`src/rtl/core/lsa_pkg.sv`:
```
// lsa_pkg: shared types and codes for the local sequence aligner
// used by the controller, the datapath, the top level and the checker
`default_nettype none

package lsa_pkg;

    // item actions
    localparam logic [1:0] ACT_CLEAR  = 2'd0;
    localparam logic [1:0] ACT_APPEND_A = 2'd1;
    localparam logic [1:0] ACT_APPEND_B = 2'd2;
    localparam logic [1:0] ACT_ALIGN  = 2'd3;

    // configuration register indexes
    localparam logic [1:0] REG_MATCH    = 2'd0;
    localparam logic [1:0] REG_MISMATCH = 2'd1;
    localparam logic [1:0] REG_GAP      = 2'd2;

    localparam int SCORE_W = 9;
    localparam int PATH_W  = 18;

    // which neighbor of (i, j) the score memory reads
    typedef enum logic [1:0] {
        RD_CUR  = 2'd0,
        RD_LEFT = 2'd1,
        RD_TOP  = 2'd2,
        RD_DIAG = 2'd3
    } rsel_t;

    // controller to datapath commands
    typedef struct packed {
        logic  accept;
        rsel_t rsel;
        logic  fill_wr;
        logic  tb_init;
        logic  cap_left;
        logic  cap_top;
        logic  tb_step;
        logic  emit;
        logic  emit_empty;
    } cmd_t;

    // datapath to controller status
    typedef struct packed {
        logic no_cells;
        logic fill_last;
        logic best_zero;
        logic cur_zero;
        logic out_last;
    } sts_t;

endpackage

`default_nettype wire

```
`src/rtl/core/lsa_ctrl.sv`:
```
// lsa_ctrl: sequencing state machine for fill, traceback and output
// depends on lsa_pkg for the command and status structs
`default_nettype none

module lsa_ctrl (
    input  wire logic          clk,
    input  wire logic          rst_n,
    input  wire logic          start,
    input  wire logic [1:0]    action,
    input  wire lsa_pkg::sts_t sts,
    output lsa_pkg::cmd_t      cmd,
    output logic               busy
);
    import lsa_pkg::*;

    typedef enum logic [11:0] {
        S_IDLE   = 12'b000000000001,
        S_F_RD   = 12'b000000000010,
        S_F_WR   = 12'b000000000100,
        S_F_DONE = 12'b000000001000,
        S_EMPTY  = 12'b000000010000,
        S_T_CUR  = 12'b000000100000,
        S_T_LEFT = 12'b000001000000,
        S_T_TOP  = 12'b000010000000,
        S_T_DIAG = 12'b000100000000,
        S_T_DEC  = 12'b001000000000,
        S_O_RD   = 12'b010000000000,
        S_O_EM   = 12'b100000000000
    } state_t;

    state_t state_reg, state_next;

    // state register
    always_ff @(posedge clk or negedge rst_n)
    begin
        if (!rst_n)
        begin
            state_reg <= S_IDLE;
        end
        else
        begin
            state_reg <= state_next;
        end
    end

    // next state and commands
    always_comb
    begin
        state_next = state_reg;
        cmd = '0;
        cmd.rsel = RD_CUR;
        unique case (state_reg)
            S_IDLE:
            begin
                cmd.accept = start;
                if (start && action == ACT_ALIGN)
                begin
                    state_next = sts.no_cells ? S_EMPTY : S_F_RD;
                end
            end
            S_F_RD:
            begin
                cmd.rsel = RD_TOP;
                state_next = S_F_WR;
            end
            S_F_WR:
            begin
                cmd.rsel = RD_TOP;
                cmd.fill_wr = 1'b1;
                state_next = sts.fill_last ? S_F_DONE : S_F_RD;
            end
            S_F_DONE:
            begin
                if (sts.best_zero)
                begin
                    state_next = S_EMPTY;
                end
                else
                begin
                    cmd.tb_init = 1'b1;
                    state_next = S_T_CUR;
                end
            end
            S_EMPTY:
            begin
                cmd.emit_empty = 1'b1;
                state_next = S_IDLE;
            end
            S_T_CUR:
            begin
                cmd.rsel = RD_CUR;
                state_next = S_T_LEFT;
            end
            S_T_LEFT:
            begin
                cmd.rsel = RD_LEFT;
                state_next = sts.cur_zero ? S_O_RD : S_T_TOP;
            end
            S_T_TOP:
            begin
                cmd.rsel = RD_TOP;
                cmd.cap_left = 1'b1;
                state_next = S_T_DIAG;
            end
            S_T_DIAG:
            begin
                cmd.rsel = RD_DIAG;
                cmd.cap_top = 1'b1;
                state_next = S_T_DEC;
            end
            S_T_DEC:
            begin
                cmd.rsel = RD_DIAG;
                cmd.tb_step = 1'b1;
                state_next = S_T_CUR;
            end
            S_O_RD:
            begin
                state_next = S_O_EM;
            end
            S_O_EM:
            begin
                cmd.emit = 1'b1;
                state_next = sts.out_last ? S_IDLE : S_O_RD;
            end
            default:
            begin
                state_next = S_IDLE;
            end
        endcase
    end

    assign busy = (state_reg != S_IDLE);

endmodule

`default_nettype wire

```
`config.mk`:
```
export PLATFORM = sky130hd
export DESIGN_NAME = lsa_ctrl
export DESIGN_NICKNAME = d
export VERILOG_FILES = /design/src/rtl/core/lsa_pkg.sv /design/src/rtl/core/lsa_ctrl.sv
export SDC_FILE = /design/constraint.sdc
export NUM_CORES = 1
export LEC_CHECK = 0
export ABC_AREA = 0
export BUFFER_PORTS_ARGS = -buffer_cell sky130_fd_sc_hd__buf_2
export CORE_MARGIN = 3
export CORE_UTILIZATION = 45
export CTS_CLUSTER_DIAMETER = 60
export DETAILED_ROUTE_END_ITERATION = 8
export GPL_TIMING_DRIVEN = 1
export PLACE_DENSITY_LB_ADDON = 0.25
export SETUP_SLACK_MARGIN = 0.2
export SKIP_CTS_REPAIR_TIMING = 1
export SYNTH_ARGS = -nofsm -noshare
export SYNTH_HDL_FRONTEND = slang
export SYNTH_SLANG_ARGS = --single-unit
```
`constraint.sdc`:
```
create_clock -name clk -period 1.6 [get_ports clk]
set_clock_uncertainty 0.2 [all_clocks]
set_input_delay 0 -clock clk [delete_from_list [all_inputs] [get_ports clk]]
set_output_delay 0 -clock clk [all_outputs]
set_load 0.05 [all_outputs]
```
==> impl_metrics.csv <==
group,metric,value,unit
status,outcome,"complete, but fails checks",
status,violations,"negative setup slack",
die,die_area,0.00229,mm2
run,maxCapViolations,0,
placed_design,port-buffer-count,20,
synth,synth_area_leaders,"dfrtp_1 35%, nor4_4 5.4%, and4b_2 4.3%, nor2_1 3.8%, nor3b_1 3.8%",
critical_path,critPathMaxFanout,5,
sta,hold_ws,209,ps
synth,syn_area_per_cell,9.98,um2
sta,setup_viol,21,
cts,root_buffer,"clkbuf_4",
critical_path,crit_chain,"nor4_4 -> buf_4 -> nand4_1 -> buf_4 -> nor2_4 -> buf_8",
critical_path,r2r_start,"state_reg[7]$_DFFE_PN0P_",
placed_design,dp_cells,137,
critical_path,cp_num_buf_inv,3,
sta,grt_setup_unrepaired,"yes",
worst_hold_path,hp-class,"input pin to register",
critical_path,cp_top_family,"simple AND/OR/NAND/NOR gates",
global_routing,antenna_found_initial,0,
route,vias_per_cell,6.37,
placed_design,hpwl,1630,um
sta,final_max_slew_viol_count,0,
global_routing,grt_overflow,0,
critical_path,path_common_cell,"buf_4",
cts,cts_num_sinks,12,
power,p_leak,0.718,nW
die,core-area,0.00158,mm2
critical_path,ff2ff_setup_slack,-420,ps
finish,stdcell_area,0.00151,mm2
synth,ys_ff_latch,12,
placed_design,place_area,0.00114,mm2
cts,clkTransAtPathRegs,80,ps
power,netSwitchingPower,0.666,mW
placed_design,place_ws,-208,ps
finish,largest_reg_flops,12,
route,num_vias,1007,
route,drt_iter0_drc,49,
synth,yosys_warnings,0,
cts,worst_skew_pair.late_latency,280,ps
critical_path,path_class,"register to output port",
global_routing,grt_max_degree,13,
sta,setup_ws,-551,ps
cts,h-tree-depth,1,
cts,cts_made_buffers,3,
synth,synthDistinctLibCells,36,
global_routing,grt_usage,20.4,%
critical_path,start_kind,"register",
sta,fin_crit_sh,134,%
sta,slew_headroom,62.6,%
cts,cts_buffer_depth,2,
global_routing,first_global_vias,724,
synth,synth.most_common_cell,"dfrtp_1",
critical_path,critPathSlowestCell,"dfrtp_2",
finish,num_antenna_cells,0,
die,num_io_pins,21,
power,pwr-share-clk,15.6,%
die,start_util,50.0,%
finish,stdcell_count,158,
synth,synth_edf_count,0,
power,seqPwrFrac,22.9,%
synth,synth_top_area_share,34.9,%
synth,ys.flop_type,"dfrtp_1",
finish,nets,153,
route,wl_per_cell,22.3,um
route,drt.antenna.violating_nets,0,
finish,multi_input_area,593,um2
sta,hold_viol,0,
route,drc,0,
synth,synth_nets,89,
die,die_w,47.9,um
synth,synth_area,788,um2
power,ir_worst_vdd,1.02,mV
power,comb_power_share,61.5,%
power,p_per_area,1050,mW/mm2
cts,cts_tree,"done",
critical_path,cp_data_arrival_time,1950,ps
sta,fin_crit,2150,ps
synth,ys_async_sr_fraction,100,%
worst_hold_path,min-delay-start,"sts[1]",
finish,area_growth_syn_to_layout,91.7,%
critical_path,slowest_delay,460,ps
power,total_power,1.59,mW
global_routing,grt_pass1_wl,3120,um
die,die_y,47.9,um
sta,setup_tns,-7170,ps
critical_path,cp-startpoint,"state_reg[7]$_DFFE_PN0P_",
finish,final_core_util,95.9,%
die,num_rows,14,
power,p_sw_share,41.8,%
critical_path,cp.required,1400,ps
finish,fill_cells,36,
route,drt-total-wl,3530,um
critical_path,critPathCaptureType,"output port",
placed_design,gp_congestion,0.806,
synth,netlist_instances,79,
synth,seq_area_frac_synth,38.3,%
sta,worst_pin_slew,558,ps
sta,fmax,465,MHz
synth,yosysTopAreaCell,"dfrtp_1",
finish,area.sequential,304,um2
route,dr.pass1.iters,4,
power,p_int,0.926,mW
synth,synth_common_cells,"11 x dfrtp_1, 8 x nor2_1, 5 x nand3_1",
finish,drive_above_1_share,59.2,%
worst paths after layout:
kind | to | depth (start not counted)
worst max register to register | state_reg[4]$_DFFE_PN0P_ | 5
worst max-delay path | cmd[9] | 6
min in group asynchronous | state_reg[10]$_DFFE_PN0P_ | 3
worst min register to register | state_reg[6]$_DFFE_PN0P_ | 2
worst min-delay path | state_reg[7]$_DFFE_PN0P_ | 3
max in group asynchronous | state_reg[5]$_DFFE_PN0P_ | 3
cell type report:
| cell class | count | area share [%] |
|---|---|---|
| clock buffers | 4 | 2.40 |
| inverters | 4 | 1.24 |
| multi-input cells | 60 | 39.2 |
| flip-flops and latches | 12 | 20.1 |
| well taps | 16 | 1.32 |
| repair buffers | 62 | 35.7 |
power groups by stage:
| stage | logic, mW | registers [mW] | clock network, mW |
|---|---|---|---|
| detailed placement | 0.637 | 0.369 | 0 |
| global route | 1.01 | 0.369 | 0.267 |
| finish | 0.979 | 0.365 | 0.248 |
| CTS | 0.639 | 0.363 | 0.259 |
| global placement | 0.623 | 0.370 | 0 |
| floorplan | 0.397 | 0.370 | 0 |
layout by cell type (no fill, tap or decap), types with 2 or more instances in the layout:
| master | instances |
|---|---|
| nor2_1 | 7 |
| nand2_4 | 3 |
| buf_4 | 27 |
| nor2b_1 | 2 |
| nor3b_2 | 2 |
| and4b_2 | 3 |
| nor3b_4 | 3 |
| nor4_4 | 4 |
| nand4_1 | 2 |
| inv_1 | 3 |
| and2_4 | 2 |
| dfrtp_1 | 9 |
| dfrtp_2 | 2 |
| clkbuf_4 | 3 |
| o21ai_0 | 2 |
| buf_6 | 9 |
| dlygate4sd3_1 | 11 |
| nand2b_1 | 2 |
| nand3_1 | 5 |
| buf_2 | 10 |
| xor2_1 | 3 |
| buf_8 | 5 |
per-layer routing:
metal,wire length [um],global-route usage [%]
met1,1300,23.9
met3,286,7.89
met5,0,0
met2,1740,34.0
met4,200,6.45
worst register-to-register path: cells and delay by family, from the launching register on:
kind          cells  cell delay, ps
flops             1             460
simple gates      4            1040
buf+inv           1             190
cells by family (layout without fill, tap and decap cells):
kind of cell              count (synthesis)  count (layout)  share of synthesized area, %
and+or+nand+nor                          47              47                          43.8
DFF                                      12              12                          38.3
AOI/OAI and AO/OA                         9               9                          8.57
xor gates and xnor gates                  4               4                          4.45
buffers and inverters                     7              70                          4.92
No activity file was read; power rests on OpenSTA's default activity.
